$ cat src/design/ps2mpd_pkg.sv
// ----------------------------------------------------------------------------
// ps2mpd_pkg
// Types and constants shared by the PS/2 mouse packet decoder modules.
// ----------------------------------------------------------------------------
package ps2mpd_pkg;

  localparam int POSITION_BITS_DEF = 12;
  localparam int COUNT_BITS_DEF    = 32;

  localparam int LIMIT_BITS     = 12;
  localparam int WHEEL_BITS     = 32;
  localparam int BUTTON_BITS    = 6;
  localparam int MODE_BITS      = 2;
  localparam int CFG_INDEX_BITS = 2;
  localparam int CFG_DATA_BITS  = 12;

  localparam logic [LIMIT_BITS-1:0] LIMIT_X_RST = 12'd639;
  localparam logic [LIMIT_BITS-1:0] LIMIT_Y_RST = 12'd479;
  localparam int CURSOR_X_RST = 319;
  localparam int CURSOR_Y_RST = 239;

  // wheel protocol codes, code 3 decodes like the 8-bit wheel
  localparam logic [MODE_BITS-1:0] MODE_PLAIN = 2'd0;
  localparam logic [MODE_BITS-1:0] MODE_WHEEL = 2'd1;
  localparam logic [MODE_BITS-1:0] MODE_FIVE  = 2'd2;

  typedef enum logic [CFG_INDEX_BITS-1:0] {
    REG_ENABLE,
    REG_WHEEL_MODE,
    REG_LIMIT_X,
    REG_LIMIT_Y
  } cfg_reg_t;

  // complete packet handed from the framer to the tracker
  typedef struct packed {
    logic                 done;
    logic [MODE_BITS-1:0] mode;
    logic [7:0]           b0;
    logic [7:0]           b1;
    logic [7:0]           b2;
    logic [7:0]           b3;
  } packet_t;

endpackage

$ cat src/design/ps2_mouse_packet_decoder.sv
// ----------------------------------------------------------------------------
// ps2_mouse_packet_decoder
// PS/2 mouse packet decoder with plain, wheel and five-button protocols.
// ----------------------------------------------------------------------------
// Usage:
//   Raw mouse bytes enter on data_byte with in_valid/in_ready; one result per
//   complete packet leaves on out_valid/out_ready. Bytes that do not finish a
//   packet, bytes taken while disabled and out-of-sync first bytes give none.
//   Registers (enable, wheel_mode, limit_x, limit_y) are written through
//   cfg_we/cfg_index/cfg_data; the user must write them only while no
//   transfer is pending, which the block itself does not enforce.
//   Throughput: one byte per cycle while in_ready is high. A byte passes the
//   input register, then the tracker state and out_valid are registered; the
//   tracker state itself is the result register, held while out_valid waits.
//   Reset: all totals clear, pointer returns to its home position, the
//   decoder is disabled in plain mode and nothing is in flight.
//   Stall: while a result waits, bytes keep flowing in until a byte that
//   completes the next packet reaches the tracker; it then waits in the input
//   register and in_ready drops until the waiting result is taken.
// ----------------------------------------------------------------------------
module ps2_mouse_packet_decoder #(
  parameter int POSITION_BITS = ps2mpd_pkg::POSITION_BITS_DEF,
  parameter int COUNT_BITS    = ps2mpd_pkg::COUNT_BITS_DEF
) (
  input  logic                                     clk,
  input  logic                                     rst,
  input  logic                                     cfg_we,
  input  logic [ps2mpd_pkg::CFG_INDEX_BITS-1:0]    cfg_index,
  input  logic [ps2mpd_pkg::CFG_DATA_BITS-1:0]     cfg_data,
  input  logic                                     in_valid,
  output logic                                     in_ready,
  input  logic [7:0]                               data_byte,
  output logic                                     out_valid,
  input  logic                                     out_ready,
  output logic [POSITION_BITS-1:0]                 pos_x,
  output logic [POSITION_BITS-1:0]                 pos_y,
  output logic [ps2mpd_pkg::BUTTON_BITS-1:0]       button_state,
  output logic signed [ps2mpd_pkg::WHEEL_BITS-1:0] scroll_total,
  output logic [COUNT_BITS-1:0]                    left_presses,
  output logic [COUNT_BITS-1:0]                    right_presses,
  output logic [COUNT_BITS-1:0]                    middle_presses,
  output logic [COUNT_BITS-1:0]                    move_count,
  output logic                                     overflow_dropped
);
  import ps2mpd_pkg::*;

  logic                  enable;
  logic [MODE_BITS-1:0]  wheel_mode;
  logic [LIMIT_BITS-1:0] limit_x;
  logic [LIMIT_BITS-1:0] limit_y;

  logic       byte_valid;
  logic [7:0] byte_q;
  logic       advance;
  logic       fire;
  packet_t    pkt;

  always_ff @(posedge clk) begin
    if (rst) begin
      enable     <= 1'b0;
      wheel_mode <= MODE_PLAIN;
      limit_x    <= LIMIT_X_RST;
      limit_y    <= LIMIT_Y_RST;
    end else if (cfg_we) begin
      case (cfg_reg_t'(cfg_index))
        REG_ENABLE:     enable     <= cfg_data[0];
        REG_WHEEL_MODE: wheel_mode <= cfg_data[MODE_BITS-1:0];
        REG_LIMIT_X:    limit_x    <= cfg_data[LIMIT_BITS-1:0];
        REG_LIMIT_Y:    limit_y    <= cfg_data[LIMIT_BITS-1:0];
        default: ;
      endcase
    end
  end

  // a byte moves on unless it completes a packet while a result still waits
  assign advance  = byte_valid && (!pkt.done || !out_valid || out_ready);
  assign fire     = advance && pkt.done;
  assign in_ready = !byte_valid || advance;

  always_ff @(posedge clk) begin
    if (rst) begin
      byte_valid <= 1'b0;
    end else if (in_ready) begin
      byte_valid <= in_valid;
    end
  end

  always_ff @(posedge clk) begin
    if (in_valid && in_ready) byte_q <= data_byte;
  end

  always_ff @(posedge clk) begin
    if (rst) begin
      out_valid <= 1'b0;
    end else if (fire) begin
      out_valid <= 1'b1;
    end else if (out_ready) begin
      out_valid <= 1'b0;
    end
  end

  ps2mpd_framer u_framer (
    .clk        (clk),
    .rst        (rst),
    .byte_valid (byte_valid),
    .byte_q     (byte_q),
    .advance    (advance),
    .enable     (enable),
    .wheel_mode (wheel_mode),
    .pkt        (pkt)
  );

  ps2mpd_tracker #(
    .POSITION_BITS (POSITION_BITS),
    .COUNT_BITS    (COUNT_BITS)
  ) u_tracker (
    .clk              (clk),
    .rst              (rst),
    .fire             (fire),
    .pkt              (pkt),
    .limit_x          (limit_x),
    .limit_y          (limit_y),
    .pos_x            (pos_x),
    .pos_y            (pos_y),
    .button_state     (button_state),
    .scroll_total     (scroll_total),
    .left_presses     (left_presses),
    .right_presses    (right_presses),
    .middle_presses   (middle_presses),
    .move_count       (move_count),
    .overflow_dropped (overflow_dropped)
  );

endmodule

$ cat src/design/ps2mpd_framer.sv
// ----------------------------------------------------------------------------
// ps2mpd_framer
// Gathers raw bytes into 3- or 4-byte packets and resynchronizes on byte 0.
// ----------------------------------------------------------------------------
module ps2mpd_framer (
  input  logic                            clk,
  input  logic                            rst,
  input  logic                            byte_valid,
  input  logic [7:0]                      byte_q,
  input  logic                            advance,
  input  logic                            enable,
  input  logic [ps2mpd_pkg::MODE_BITS-1:0] wheel_mode,
  output ps2mpd_pkg::packet_t             pkt
);
  import ps2mpd_pkg::*;

  logic [1:0] pos;
  logic [7:0] held [3];
  logic       sync_drop;
  logic       complete;
  logic       take;

  assign sync_drop = (pos == 2'd0) && !byte_q[3];
  // a mode change mid-packet completes at the first byte at or past the end
  assign complete  = (wheel_mode == MODE_PLAIN) ? (pos >= 2'd2) : (pos == 2'd3);
  assign take      = advance && enable && !sync_drop;

  always_comb begin
    pkt.done = byte_valid && enable && !sync_drop && complete;
    pkt.mode = wheel_mode;
    pkt.b0   = held[0];
    pkt.b1   = held[1];
    pkt.b2   = (pos == 2'd2) ? byte_q : held[2];
    pkt.b3   = (pos == 2'd3) ? byte_q : 8'h00;
  end

  always_ff @(posedge clk) begin
    if (rst) begin
      pos <= 2'd0;
    end else if (take) begin
      pos <= complete ? 2'd0 : pos + 2'd1;
    end
  end

  always_ff @(posedge clk) begin
    if (take && !complete) begin
      case (pos)
        2'd0:    held[0] <= byte_q;
        2'd1:    held[1] <= byte_q;
        2'd2:    held[2] <= byte_q;
        default: ;
      endcase
    end
  end

endmodule

$ cat src/design/ps2mpd_tracker.sv
// ----------------------------------------------------------------------------
// ps2mpd_tracker
// Applies one packet: buttons, press counts, wheel total and clamped pointer.
// ----------------------------------------------------------------------------
module ps2mpd_tracker #(
  parameter int POSITION_BITS = ps2mpd_pkg::POSITION_BITS_DEF,
  parameter int COUNT_BITS    = ps2mpd_pkg::COUNT_BITS_DEF
) (
  input  logic                                  clk,
  input  logic                                  rst,
  input  logic                                  fire,
  input  ps2mpd_pkg::packet_t                   pkt,
  input  logic [ps2mpd_pkg::LIMIT_BITS-1:0]     limit_x,
  input  logic [ps2mpd_pkg::LIMIT_BITS-1:0]     limit_y,
  output logic [POSITION_BITS-1:0]              pos_x,
  output logic [POSITION_BITS-1:0]              pos_y,
  output logic [ps2mpd_pkg::BUTTON_BITS-1:0]    button_state,
  output logic signed [ps2mpd_pkg::WHEEL_BITS-1:0] scroll_total,
  output logic [COUNT_BITS-1:0]                 left_presses,
  output logic [COUNT_BITS-1:0]                 right_presses,
  output logic [COUNT_BITS-1:0]                 middle_presses,
  output logic [COUNT_BITS-1:0]                 move_count,
  output logic                                  overflow_dropped
);
  import ps2mpd_pkg::*;

  localparam int WIDE = ((POSITION_BITS > LIMIT_BITS) ? POSITION_BITS : LIMIT_BITS) + 2;
  localparam int POS_MAX_INT = (1 << POSITION_BITS) - 1;
  localparam logic [POSITION_BITS-1:0] POS_MAX = '1;
  localparam logic [POSITION_BITS-1:0] X_RST =
    (CURSOR_X_RST > POS_MAX_INT) ? POS_MAX : POSITION_BITS'(CURSOR_X_RST);
  localparam logic [POSITION_BITS-1:0] Y_RST =
    (CURSOR_Y_RST > POS_MAX_INT) ? POS_MAX : POSITION_BITS'(CURSOR_Y_RST);

  logic [POSITION_BITS-1:0]    cursor_x, cursor_y;
  logic [POSITION_BITS-1:0]    cursor_x_next, cursor_y_next;
  logic [BUTTON_BITS-1:0]      buttons, buttons_next;
  logic signed [WHEEL_BITS-1:0] wheel_sum, wheel_sum_next;
  logic [COUNT_BITS-1:0]       press_cnt [3];
  logic [COUNT_BITS-1:0]       moves;
  logic                        dropped;
  logic                        dropped_next;
  logic [2:0]                  rising;
  logic                        is_plain, is_five;
  logic signed [7:0]           wheel_z;
  logic signed [8:0]           dx, dy;
  logic signed [WIDE-1:0]      sum_x, sum_y, top_x, top_y, lim_x_w, lim_y_w, max_w;

  assign is_plain = (pkt.mode == MODE_PLAIN);
  assign is_five  = (pkt.mode == MODE_FIVE);

  always_comb begin
    buttons_next = {(is_five ? pkt.b3[5:4] : 2'b00), 1'b0, pkt.b0[2:0]};
    rising       = buttons_next[2:0] & ~buttons[2:0];

    wheel_z = is_five ? {{4{pkt.b3[3]}}, pkt.b3[3:0]} : signed'(pkt.b3);
    wheel_sum_next = is_plain ? wheel_sum : wheel_sum - WHEEL_BITS'(wheel_z);

    dropped_next = |pkt.b0[7:6];
    dx = signed'({pkt.b0[4], pkt.b1});
    dy = signed'({pkt.b0[5], pkt.b2});

    // effective limits never exceed the largest pointer value
    max_w   = WIDE'(POS_MAX);
    lim_x_w = WIDE'(limit_x);
    lim_y_w = WIDE'(limit_y);
    top_x   = (lim_x_w > max_w) ? max_w : lim_x_w;
    top_y   = (lim_y_w > max_w) ? max_w : lim_y_w;

    sum_x = signed'(WIDE'(cursor_x)) + WIDE'(dx);
    sum_y = signed'(WIDE'(cursor_y)) - WIDE'(dy);

    if (sum_x[WIDE-1])     cursor_x_next = '0;
    else if (sum_x > top_x) cursor_x_next = top_x[POSITION_BITS-1:0];
    else                    cursor_x_next = sum_x[POSITION_BITS-1:0];

    if (sum_y[WIDE-1])     cursor_y_next = '0;
    else if (sum_y > top_y) cursor_y_next = top_y[POSITION_BITS-1:0];
    else                    cursor_y_next = sum_y[POSITION_BITS-1:0];
  end

  always_ff @(posedge clk) begin
    if (rst) begin
      cursor_x  <= X_RST;
      cursor_y  <= Y_RST;
      buttons   <= '0;
      wheel_sum <= '0;
      moves     <= '0;
      for (int i = 0; i < 3; i++) begin
        press_cnt[i] <= '0;
      end
    end else if (fire) begin
      buttons   <= buttons_next;
      wheel_sum <= wheel_sum_next;
      for (int i = 0; i < 3; i++) begin
        if (rising[i]) press_cnt[i] <= press_cnt[i] + COUNT_BITS'(1);
      end
      // overflowed packets leave the pointer alone
      if (!dropped_next) begin
        cursor_x <= cursor_x_next;
        cursor_y <= cursor_y_next;
        moves    <= moves + COUNT_BITS'(1);
      end
    end
  end

  always_ff @(posedge clk) begin
    if (fire) dropped <= dropped_next;
  end

  assign pos_x            = cursor_x;
  assign pos_y            = cursor_y;
  assign button_state     = buttons;
  assign scroll_total     = wheel_sum;
  assign left_presses     = press_cnt[0];
  assign right_presses    = press_cnt[1];
  assign middle_presses   = press_cnt[2];
  assign move_count       = moves;
  assign overflow_dropped = dropped;

endmodule

$ cat config.mk
export PLATFORM = sky130hd
export DESIGN_NAME = ps2_mouse_packet_decoder
export DESIGN_NICKNAME = d
export VERILOG_FILES = /design/src/design/ps2mpd_pkg.sv /design/src/design/ps2_mouse_packet_decoder.sv /design/src/design/ps2mpd_framer.sv /design/src/design/ps2mpd_tracker.sv
export SDC_FILE = /design/constraint.sdc
export NUM_CORES = 1
export LEC_CHECK = 0
export BUFFER_PORTS_ARGS = -buffer_cell sky130_fd_sc_hd__buf_2
export CORE_ASPECT_RATIO = 1.75
export CORE_MARGIN = 5
export CORE_UTILIZATION = 35
export CTS_CLUSTER_SIZE = 25
export DETAILED_ROUTE_END_ITERATION = 10
export SKIP_CTS_REPAIR_TIMING = 1
export SLEW_MARGIN = 20
export SYNTH_ARGS = -nofsm -noshare
export SYNTH_HDL_FRONTEND = slang
export SYNTH_SLANG_ARGS = --single-unit
$ cat constraint.sdc
create_clock -name clk -period 11.6 [get_ports clk]
set_input_delay 0 -clock clk [delete_from_list [all_inputs] [get_ports clk]]
set_output_delay 0 -clock clk [all_outputs]
set_load 0.03 [all_outputs]
==> flow_metrics.py, run 1 <==
metrics = {
    "floorplanning": {
        "num_rows": 98,
        "start_util_pct": 35.2,
        "ios": 220,
        "die-area_sq_um": 45300,
        "die_x_um": 163,
        "core_sq_um": 40700,
        "fp.dieH_um": 278,
    },
    "sta": {
        "slew-limit-headroom_pct": 34.1,
        "max_freq_ghz": 0.202,
        "drv_slew": 0,
        "hold_viol": 0,
        "rsz0062_at_grt": "no",
        "period_share_pct": 42.8,
        "skew_ns": 0.0143,
        "finalSetupTns_ns": 0,
        "hold_slack_ns": 0.176,
        "setup_viol": 0,
        "worstMarginPinSlew_ns": 0.986,
        "finalCriticalPeriod_ns": 4.96,
    },
    "drt": {
        "drt_first_pass_iters": 5,
        "drt_wl_total_um": 39200,
        "wl_per_cell_um": 16.7,
        "drt-initial-drc-count": 539,
        "vias": 11858,
        "via_per_inst": 5.06,
        "detail-route-antenna-nets": 0,
        "drc_errors": 0,
    },
    "worst_setup_path": {
        "crit_required_ns": 12.02,
        "critical_path_class": "reg2reg",
        "start_kind": "flop",
        "r2r_cells": 21,
        "worstPathArrival_ns": 5.38,
        "crit_fanout": 13,
        "crit_path_end_kind": "flop",
    },
    "cells_and_area": {
        "final_util_pct": 42.1,
        "drive_above_1_share_pct": 16.8,
        "finalNetCount": 1894,
        "area_delta_synth_final_pct": 19.7,
        "antenna_cells": 0,
        "multi_input_area_sq_um": 7600,
        "n_fill_cell": 4098,
        "seq_area_sq_um": 6330,
    },
    "global_routing": {
        "grt_overflow": 0,
        "use_met3_pct": 3.33,
        "antenna_found_initial": 0,
        "grt_pass1_wl_um": 61800,
        "grt_usage_pct": 16.7,
        "grt_pass1_vias": 11556,
        "use_met2_pct": 31.3,
        "grt_busiest_layer": "met2",
        "met1_usage_pct": 18.5,
        "grt_max_degree": 94,
    },
    "place": {
        "portBuffers": 218,
        "dp_hpwl_um": 29500,
        "routabilityCongestion": 0.889,
    },
    "synth": {
        "yosysSeqAreaShare_pct": 44.1,
        "syn_area_per_cell_sq_um": 9.30,
        "synth_area_leader_cell": "edfxtp_1",
        "synth_edf_count": 128,
        "synth_ff_type": "edfxtp_1",
        "synthDistinctLibCells": 77,
        "synth_most_common_cell": "nand2_1",
        "syn_inst": 1542,
        "synth_area_sq_um": 14300,
        "synthTopCellsByArea": "edfxtp_1 27%, dfxtp_1 17%, ha_1 7.8%",
        "syn_nets": 1661,
        "synth_commonest_cells": "200 x nand2_1, 169 x nor2_1, 128 x edfxtp_1",
        "ys_ff_latch": 252,
        "ys_warn_count": 0,
        "synthArstFlopShare_pct": 0,
        "synth_top_area_share_pct": 26.8,
    },
    "pwr": {
        "ir_worst_vdd_uv": 181,
        "powerDensity_nw_per_um2": 115,
        "leakagePower_nw": 7.10,
    },
    "run_status": {
        "outcome": "completed",
    },
    "clocking": {
        "htreeDepth": 1,
        "cts_root_buf": "clkbuf_16",
        "cts.sinks": 252,
        "cts_tree": "done",
        "cts_max_path_buffers": 3,
        "clk_pin_slew_ns": 0.07,
        "cts_buffers": 25,
        "insertion_delay_ns": 0.54,
    },
    "worst_hold_path": {
        "hold_path_class": "in2reg",
        "holdPathStages": 2,
    },
    "flow_run": {
        "drv_cap": 0,
    },
}
==> report_power, final <==
part	switching [mW]	internal, mW
registers	0.0231	0.954
logic	0.0702	0.0368
clock network	0.360	0.530
==> layout make-up <==
type,instances,share of cell area (%)
multi-input cells,1179,44.3
flip-flops and latches,252,36.9
repair buffers,253,8.30
well taps,550,4.01
clock buffers,29,3.73
inverters,64,1.40
clock inverters,17,1.39
==> cells in the final DEF, fill, tap and decap left out, types with 31 or more instances in the layout <==
cell type  synthesis  final
buf_2             12    217
nand2_1          200    199
nor2_1           169    168
edfxtp_1         128    128
dfxtp_1          124    124
a21oi_1          119    119
ha_1              89     89
xor2_1            87     87
inv_1             64     64
nand3_1           58     58
xnor2_1           57     57
o21ai_0           46     45
and3_1            33     33
mux2i_1           32     32
o21ai_1           32     31
==> state kept, by name (all words and copies together) (netlist names) <==
name,cells
u_tracker.pos_x,12
wheel_mode,2
u_tracker.overflow_dropped,1
byte_valid,1
u_framer.held,23
u_tracker.press_cnt,96
u_tracker.pos_y,12
enable,1
u_tracker.move_count,32
u_tracker.button_state,5
limit_x,12
byte_q,8
out_valid,1
u_framer.pos,2
u_tracker.scroll_total,32
limit_y,12
==> critical path, cell delays in order, from the launching register on <==
cell,delay (ns)
dfxtp_1,0.35
inv_1,0.12
ha_1,0.46
mux2_2,0.39
ha_1,0.20
fa_1,0.41
nor2b_1,0.17
o31a_1,0.23
o31ai_4,0.08
a21oi_2,0.17
a21oi_1,0.10
xnor2_1,0.15
ha_1,0.30
nand3_1,0.07
or4_1,0.52
o21ai_0,0.10
o21a_1,0.18
a21oi_1,0.08
nor3_2,0.17
buf_4,0.27
mux2i_1,0.22
o21ai_1,0.07
==> kinds of logic (layout without fill, tap and decap cells) <==
kind of cell               after synthesis  in the layout  share of synthesized area, %
muxes                                   34             34                          2.39
DFF                                    252            252                          44.1
buffers and inverters                  111            363                          3.19
and+or+nand+nor                        614            614                          20.5
other                                    1              1                        0.0262
AOI/OAI and AO/OA                      294            294                          12.8
xor gates and xnor gates               144            144                          8.80
adders and majority gates               92             92                          8.19
==> path summary, 6_finish.rpt <==
kind | slack [ns] | from | endpoint
min | 0.18 | data_byte[7] | byte_q[7]$_DFFE_PP_
min reg2reg | 0.47 | u_tracker.scroll_total[8]$_SDFFE_PP0P_ | u_tracker.scroll_total[8]$_SDFFE_PP0P_
max | 6.64 | u_framer.pos[0]$_SDFFE_PP0P_ | u_tracker.pos_y[10]$_SDFFE_PP0P_
max reg2reg | 6.64 | u_framer.pos[0]$_SDFFE_PP0P_ | u_tracker.pos_y[10]$_SDFFE_PP0P_
==> stage by stage <==
step	instance area [sq um]	std cells	power, mW	worst slack (ns)
after CTS	16900	2317	2.00	6.63
after detailed placement	16000	2271	1.10	6.66
after global placement	16000	2271	1.10	6.76
after global routing	17200	2344	2.05	6.32
final	17200	2344	1.97	6.64
after floorplan	14300	1542	1.06	7.01
==> layer usage <==
metal | share of wire [%] | wire length (um) | vias to the layer above
met2 | 53 | 20700 | 291
met3 | 5.8 | 2270 | 63
met5 | 0 | 0 | -
met4 | 2.9 | 1140 | 0
met1 | 39 | 15100 | 5610
li1 | - | - | 5894
No activity file was read; power rests on OpenSTA's default activity.
==> run 2: changes to the inputs <==
==> constraint.sdc (replaced) <==
create_clock -name clk -period 4.65 [get_ports clk]
set_input_delay 0 -clock clk [delete_from_list [all_inputs] [get_ports clk]]
set_output_delay 0 -clock clk [all_outputs]
set_load 0.03 [all_outputs]
==> flow_metrics.py, run 2 (synthesized netlist as in run 1, its figures left out) <==
metrics = {
    "worst_setup_path": {
        "regToRegStartpoint": "u_framer.pos[0]$_SDFFE_PP0P_",
        "r2r_cells": 21,
        "slowest_stage": "or4_4",
        "critPathMaxStageDelay_ns": 0.55,
        "crit_path_end_kind": "flop",
        "ff2ff_setup_slack_ns": 0.17,
        "crit_fanout": 6,
        "worstPathArrival_ns": 4.93,
        "critical_path_class": "reg2reg",
        "crit_required_ns": 5.10,
        "r2r-end": "u_tracker.pos_y[6]$_SDFFE_PP1P_",
        "start_kind": "flop",
        "path_cells": "inv_2, ha_4, mux2_4, ha_4, fa_2, nor2b_4, o31a_1, o31ai_4, a21oi_2, a21oi_2, xnor2_2, ha_1, nand3_2, or4_4, o21ai_2, o21a_1, nor3_2, nor3_2, buf_4, mux2i_1, o21ai_1",
    },
    "global_routing": {
        "grt_pass1_vias": 11967,
        "grt_pass1_wl_um": 63900,
        "antenna_found_initial": 0,
        "grt_max_degree": 100,
        "grt_usage_pct": 17.3,
        "grt_overflow": 0,
    },
    "cells_and_area": {
        "multi_input_area_sq_um": 7670,
        "final_cell_mix": "217 x buf_2, 199 x nand2_1, 168 x nor2_1, 128 x edfxtp_1, 122 x dfxtp_1",
        "drive_above_1_share_pct": 18.7,
        "area_delta_synth_final_pct": 22.0,
        "seq_area_sq_um": 6330,
        "antenna_cells": 0,
        "finalNetCount": 1921,
        "n_fill_cell": 4041,
        "final_common_cell": "buf_2",
        "layout.cell_area.non_filler_sq_um": 17500,
        "largest_reg_flops": 96,
        "top_register": "u_tracker.press_cnt",
    },
    "sta": {
        "worstMarginPinSlew_ns": 1.08,
        "slew-limit-headroom_pct": 27.9,
        "finalSetupTns_ns": 0,
        "max_freq_ghz": 0.223,
        "period_share_pct": 96.3,
        "setup_viol": 0,
        "rsz0062_at_grt": "yes",
        "finalCriticalPeriod_ns": 4.48,
        "skew_ns": 0.00960,
        "hold_viol": 0,
        "drv_slew": 0,
    },
    "pwr": {
        "leakagePower_nw": 7.27,
        "p_sw_mw": 1.21,
        "sequentialPowerShare_pct": 49.2,
        "clkPwrFrac_pct": 45.0,
        "ir_worst_vdd_uv": 327,
        "powerDensity_nw_per_um2": 283,
        "internal-power_mw": 3.74,
        "p_comb_share_pct": 5.9,
        "netSwitchingFraction_pct": 24.4,
    },
    "place": {
        "dpl_cell_area_sq_um": 16100,
        "routabilityCongestion": 0.902,
        "dp_hpwl_um": 30400,
        "portBuffers": 218,
    },
    "drt": {
        "top_layer_used": "met4",
        "drt-initial-drc-count": 542,
        "wl_met2_um": 21500,
        "vias": 12004,
        "wl_met1_um": 15700,
        "drc_errors": 0,
        "detail-route-antenna-nets": 0,
        "wl_met3_um": 2040,
        "via_per_inst": 5.06,
        "wl_per_cell_um": 17.1,
        "drt_wl_total_um": 40600,
        "drt_first_pass_iters": 5,
    },
    "floorplanning": {
        "num_rows": 98,
        "die-area_sq_um": 45300,
        "fp.dieH_um": 278,
        "ios": 220,
        "core_sq_um": 40700,
        "die_x_um": 163,
        "start_util_pct": 35.2,
    },
    "flow_run": {
        "drv_cap": 0,
    },
    "worst_hold_path": {
        "holdPathStages": 2,
        "hold_path_class": "in2reg",
        "hold_end": "byte_q[7]$_DFFE_PP_",
        "hp-start": "data_byte[7]",
    },
    "clocking": {
        "cts_tree": "done",
        "clk_pin_slew_ns": 0.06,
        "cts_max_path_buffers": 3,
        "insertion_delay_ns": 0.57,
        "htreeDepth": 1,
        "cts_root_buf": "clkbuf_16",
        "cts_buffers": 27,
        "cts.sinks": 252,
    },
    "run_status": {
        "outcome": "completed",
    },
}
==> run 2: cell types whose count changed in the layout (fill, tap and decap cells not counted), moves of 3 or more <==
cell,previous run,this run
clkinv_1,5,1
clkbuf_1,4,7
bufinv_16,6,1
dlygate4sd3_1,27,32
buf_4,9,25
clkbuf_16,25,30
==> run 2: final cells by class <==
type	instances	area share (%)
multi-input combinational	1179	43.9
inverter	64	1.37
clock buffer	38	4.52
tap	550	3.93
timing repair buffer	278	9.47
clock inverter	12	0.658
sequential	252	36.2
==> run 2: metrics by stage <==
| stage | std cells | hold slack [ns] | util [%] | total power, mW | worst slack [ns] |
|---|---|---|---|---|---|
| after CTS | 2333 | -0.425 | 41.8 | 5.01 | -0.0308 |
| after detailed placement | 2283 | 0.189 | 39.6 | 2.75 | 0.000977 |
| after global routing | 2373 | 0.125 | 43.0 | 5.14 | -0.0731 |
| after floorplan | 1542 | 0.0989 | - | 2.64 | 0.0592 |
| final | 2373 | 0.145 | 43.0 | 4.94 | 0.171 |
| after global placement | 2283 | 0.193 | 39.6 | 2.74 | 0.0635 |
==> run 2: worst max-delay path, delay by kind of cell, from the launching register on <==
family,cells,cell delay (ns)
flops,1,0.36
mux,2,0.52
compound gates,7,0.94
simple gates,5,1.05
buf+inv,2,0.27
xor+xnor,1,0.17
fa+ha+maj,4,1.05
==> run 2: power groups by stage <==
stage,sequential (mW),combinational [mW],clock [mW]
detailed placement,2.48,0.269,0
finish,2.43,0.289,2.22
global route,2.44,0.314,2.39
floorplan,2.53,0.110,0
CTS,2.43,0.270,2.31
global placement,2.48,0.266,0
==> run 2: worst max-delay path by stage <==
| stage | start | end | slack [ns] | cells past startpoint |
|---|---|---|---|---|
| global placement | u_framer.pos[0]$_SDFFE_PP0P_ | u_tracker.pos_y[9]$_SDFFE_PP0P_ | 0.06 | 21 |
| detailed placement | u_framer.pos[0]$_SDFFE_PP0P_ | u_tracker.pos_y[6]$_SDFFE_PP1P_ | 0.001 | 21 |
| finish | u_framer.pos[0]$_SDFFE_PP0P_ | u_tracker.pos_y[6]$_SDFFE_PP1P_ | 0.17 | 21 |
| CTS | u_framer.pos[0]$_SDFFE_PP0P_ | u_tracker.pos_y[6]$_SDFFE_PP1P_ | -0.03 | 21 |
| global route | u_framer.pos[0]$_SDFFE_PP0P_ | u_tracker.pos_y[2]$_SDFFE_PP1P_ | -0.07 | 21 |
| floorplan | wheel_mode[1]$_SDFFE_PP0P_ | u_tracker.scroll_total[31]$_SDFFE_PP0P_ | 0.06 | 13 |
==> run 2: layer usage <==
metal  vias up  global-route usage [%]
met5         -                       0
met4         0                    5.47
met3        76                    3.17
met2       272                    32.9
met1      5692                    19.1
li1       5964                       -
==> run 3: changes to the inputs <==
--- a/config.mk
+++ b/config.mk
@@ -6,7 +6,7 @@
 export NUM_CORES = 1
 export LEC_CHECK = 0
 export BUFFER_PORTS_ARGS = -buffer_cell sky130_fd_sc_hd__buf_2
-export CORE_ASPECT_RATIO = 1.75
+export CORE_ASPECT_RATIO = 0.75
 export CORE_MARGIN = 5
 export CORE_UTILIZATION = 35
 export CTS_CLUSTER_SIZE = 25
==> flow_metrics.py, run 3 (synthesized netlist as in run 1, its figures left out) <==
metrics = {
    "global_routing": {
        "grt_pass1_wl_um": 61000,
        "grt_max_degree": 84,
        "grt_busiest_layer": "met2",
        "antenna_found_initial": 0,
        "met1_usage_pct": 23.2,
        "grt_pass1_vias": 11241,
        "grt_overflow": 0,
        "use_met3_pct": 4.08,
        "use_met2_pct": 25.7,
        "grt_usage_pct": 16.4,
    },
    "cells_and_area": {
        "top_register": "u_tracker.press_cnt",
        "area_delta_synth_final_pct": 21.7,
        "finalNetCount": 1918,
        "final_common_cell": "buf_2",
        "final_cell_mix": "217 x buf_2, 199 x nand2_1, 168 x nor2_1, 128 x edfxtp_1, 123 x dfxtp_1",
        "drive_above_1_share_pct": 18.5,
        "layout.cell_area.non_filler_sq_um": 17400,
        "largest_reg_flops": 96,
        "final_cells": 2350,
    },
    "worst_setup_path": {
        "path_cells": "inv_2, ha_2, mux2_2, ha_2, fa_2, nor2b_2, o31a_1, o31ai_4, a21oi_2, a21oi_2, xnor2_1, ha_1, nand3_1, or4_4, nand3_1, o21a_1, nor3_1, nor3_2, buf_4, buf_12, mux2i_1, o21ai_1",
        "crit_fanout": 7,
        "slowest_stage": "or4_4",
        "regToRegStartpoint": "u_framer.pos[0]$_SDFFE_PP0P_",
        "worstPathArrival_ns": 4.88,
        "start_kind": "flop",
        "crit_path_end_kind": "flop",
        "critical_path_class": "reg2reg",
        "r2r_cells": 22,
        "critPathMaxStageDelay_ns": 0.52,
        "ff2ff_setup_slack_ns": 0.20,
        "r2r-end": "u_tracker.pos_y[6]$_SDFFE_PP1P_",
        "crit_required_ns": 5.08,
    },
    "worst_hold_path": {
        "hold_end": "byte_q[7]$_DFFE_PP_",
        "holdPathStages": 2,
        "hold_path_class": "in2reg",
        "hp-start": "data_byte[7]",
    },
    "place": {
        "portBuffers": 218,
        "dpl_cell_area_sq_um": 16100,
        "routabilityCongestion": 0.851,
        "place_inst": 2262,
        "dp_hpwl_um": 28600,
    },
    "pwr": {
        "clkPwrFrac_pct": 45.6,
        "netSwitchingFraction_pct": 23.4,
        "internal-power_mw": 3.83,
        "p_sw_mw": 1.17,
        "powerDensity_nw_per_um2": 286,
        "ir_worst_vdd_uv": 256,
        "p_comb_share_pct": 5.7,
        "leakagePower_nw": 7.26,
        "sequentialPowerShare_pct": 48.6,
    },
    "floorplanning": {
        "die-area_sq_um": 45200,
        "fp.dieH_um": 185,
        "num_rows": 64,
        "start_util_pct": 35.3,
        "core_sq_um": 40600,
        "die_x_um": 244,
        "ios": 220,
    },
    "sta": {
        "worstMarginPinSlew_ns": 0.967,
        "max_freq_ghz": 0.225,
        "finalCriticalPeriod_ns": 4.45,
        "skew_ns": 0.0219,
        "hold_slack_ns": 0.197,
        "setup_viol": 0,
        "slew-limit-headroom_pct": 35.4,
        "period_share_pct": 95.6,
        "hold_viol": 0,
        "drv_slew": 0,
    },
    "clocking": {
        "cts.sinks": 252,
        "clk_pin_slew_ns": 0.07,
        "insertion_delay_ns": 0.55,
        "cts_root_buf": "clkbuf_16",
        "htreeDepth": 1,
        "cts_tree": "done",
        "cts_max_path_buffers": 3,
        "cts_buffers": 28,
    },
    "run_status": {
        "outcome": "completed",
    },
    "drt": {
        "drt_wl_total_um": 39200,
        "via_per_inst": 5.07,
        "wl_per_cell_um": 16.7,
        "detail-route-antenna-nets": 0,
        "drt-initial-drc-count": 638,
        "drt_first_pass_iters": 5,
        "vias": 11908,
        "drc_errors": 0,
    },
    "flow_run": {
        "drv_cap": 0,
    },
}
-- run 3: layout make-up --
cell class / count / area [sq um]
sequential: 252 / 6330
antenna: 1 / 2.50
tap: 528 / 661
inverter: 64 / 240
multi-input combinational: 1179 / 7640
clock buffer: 36 / 782
fill: 3948 / 23200
clock inverter: 16 / 156
timing repair buffer: 274 / 1630
-- run 3: routing by layer --
| layer | wire (um) | vias to the layer above |
|---|---|---|
| met5 | 0 | - |
| met4 | 886 | 0 |
| met3 | 2700 | 55 |
| met2 | 16800 | 306 |
| met1 | 18800 | 5590 |
| li1 | - | 5957 |
-- run 3: power groups by stage --
stage,combinational (mW),sequential (mW),clock (mW)
floorplan,0.110,2.53,0
global placement,0.264,2.48,0
detailed placement,0.266,2.48,0
CTS,0.267,2.43,2.35
global route,0.311,2.44,2.45
finish,0.286,2.43,2.28
-- run 3: worst max-delay path, delay by kind of cell (launching register included) --
family / cells / cell delay (ns)
compound gates: 6 / 0.80
xor+xnor: 1 / 0.15
fa+ha+maj: 4 / 1.07
buf+inv: 3 / 0.37
flops: 1 / 0.32
mux: 2 / 0.54
simple gates: 6 / 1.08
-- run 3: worst max-delay path by stage --
| stage | startpoint | endpoint | slack [ns] | cells after the start |
|---|---|---|---|---|
| 3_5_place_dp | u_framer.pos[1]$_SDFFE_PP0P_ | u_tracker.pos_y[6]$_SDFFE_PP1P_ | 0.06 | 20 |
| 3_3_place_gp | u_framer.pos[0]$_SDFFE_PP0P_ | u_tracker.pos_y[6]$_SDFFE_PP1P_ | 0.16 | 21 |
| 5_1_grt | u_framer.pos[0]$_SDFFE_PP0P_ | u_tracker.pos_y[6]$_SDFFE_PP1P_ | -0.04 | 22 |
| 4_1_cts | u_framer.pos[1]$_SDFFE_PP0P_ | u_tracker.pos_y[6]$_SDFFE_PP1P_ | 0.05 | 20 |
| 2_1_floorplan | wheel_mode[1]$_SDFFE_PP0P_ | u_tracker.scroll_total[31]$_SDFFE_PP0P_ | 0.06 | 13 |
| 6_report | u_framer.pos[0]$_SDFFE_PP0P_ | u_tracker.pos_y[6]$_SDFFE_PP1P_ | 0.20 | 22 |
-- run 3: metrics by stage --
| step | setup TNS (ns) | utilization [%] | total power, mW | setup slack [ns] |
|---|---|---|---|---|
| after floorplan | 0 | - | 2.64 | 0.0592 |
| after global placement | 0 | 39.6 | 2.74 | 0.165 |
| after detailed placement | 0 | 39.6 | 2.74 | 0.0638 |
| after CTS | 0 | 42.0 | 5.05 | 0.0499 |
| after global routing | -0.216 | 43.0 | 5.20 | -0.0351 |
| final | 0 | 43.0 | 5.00 | 0.204 |
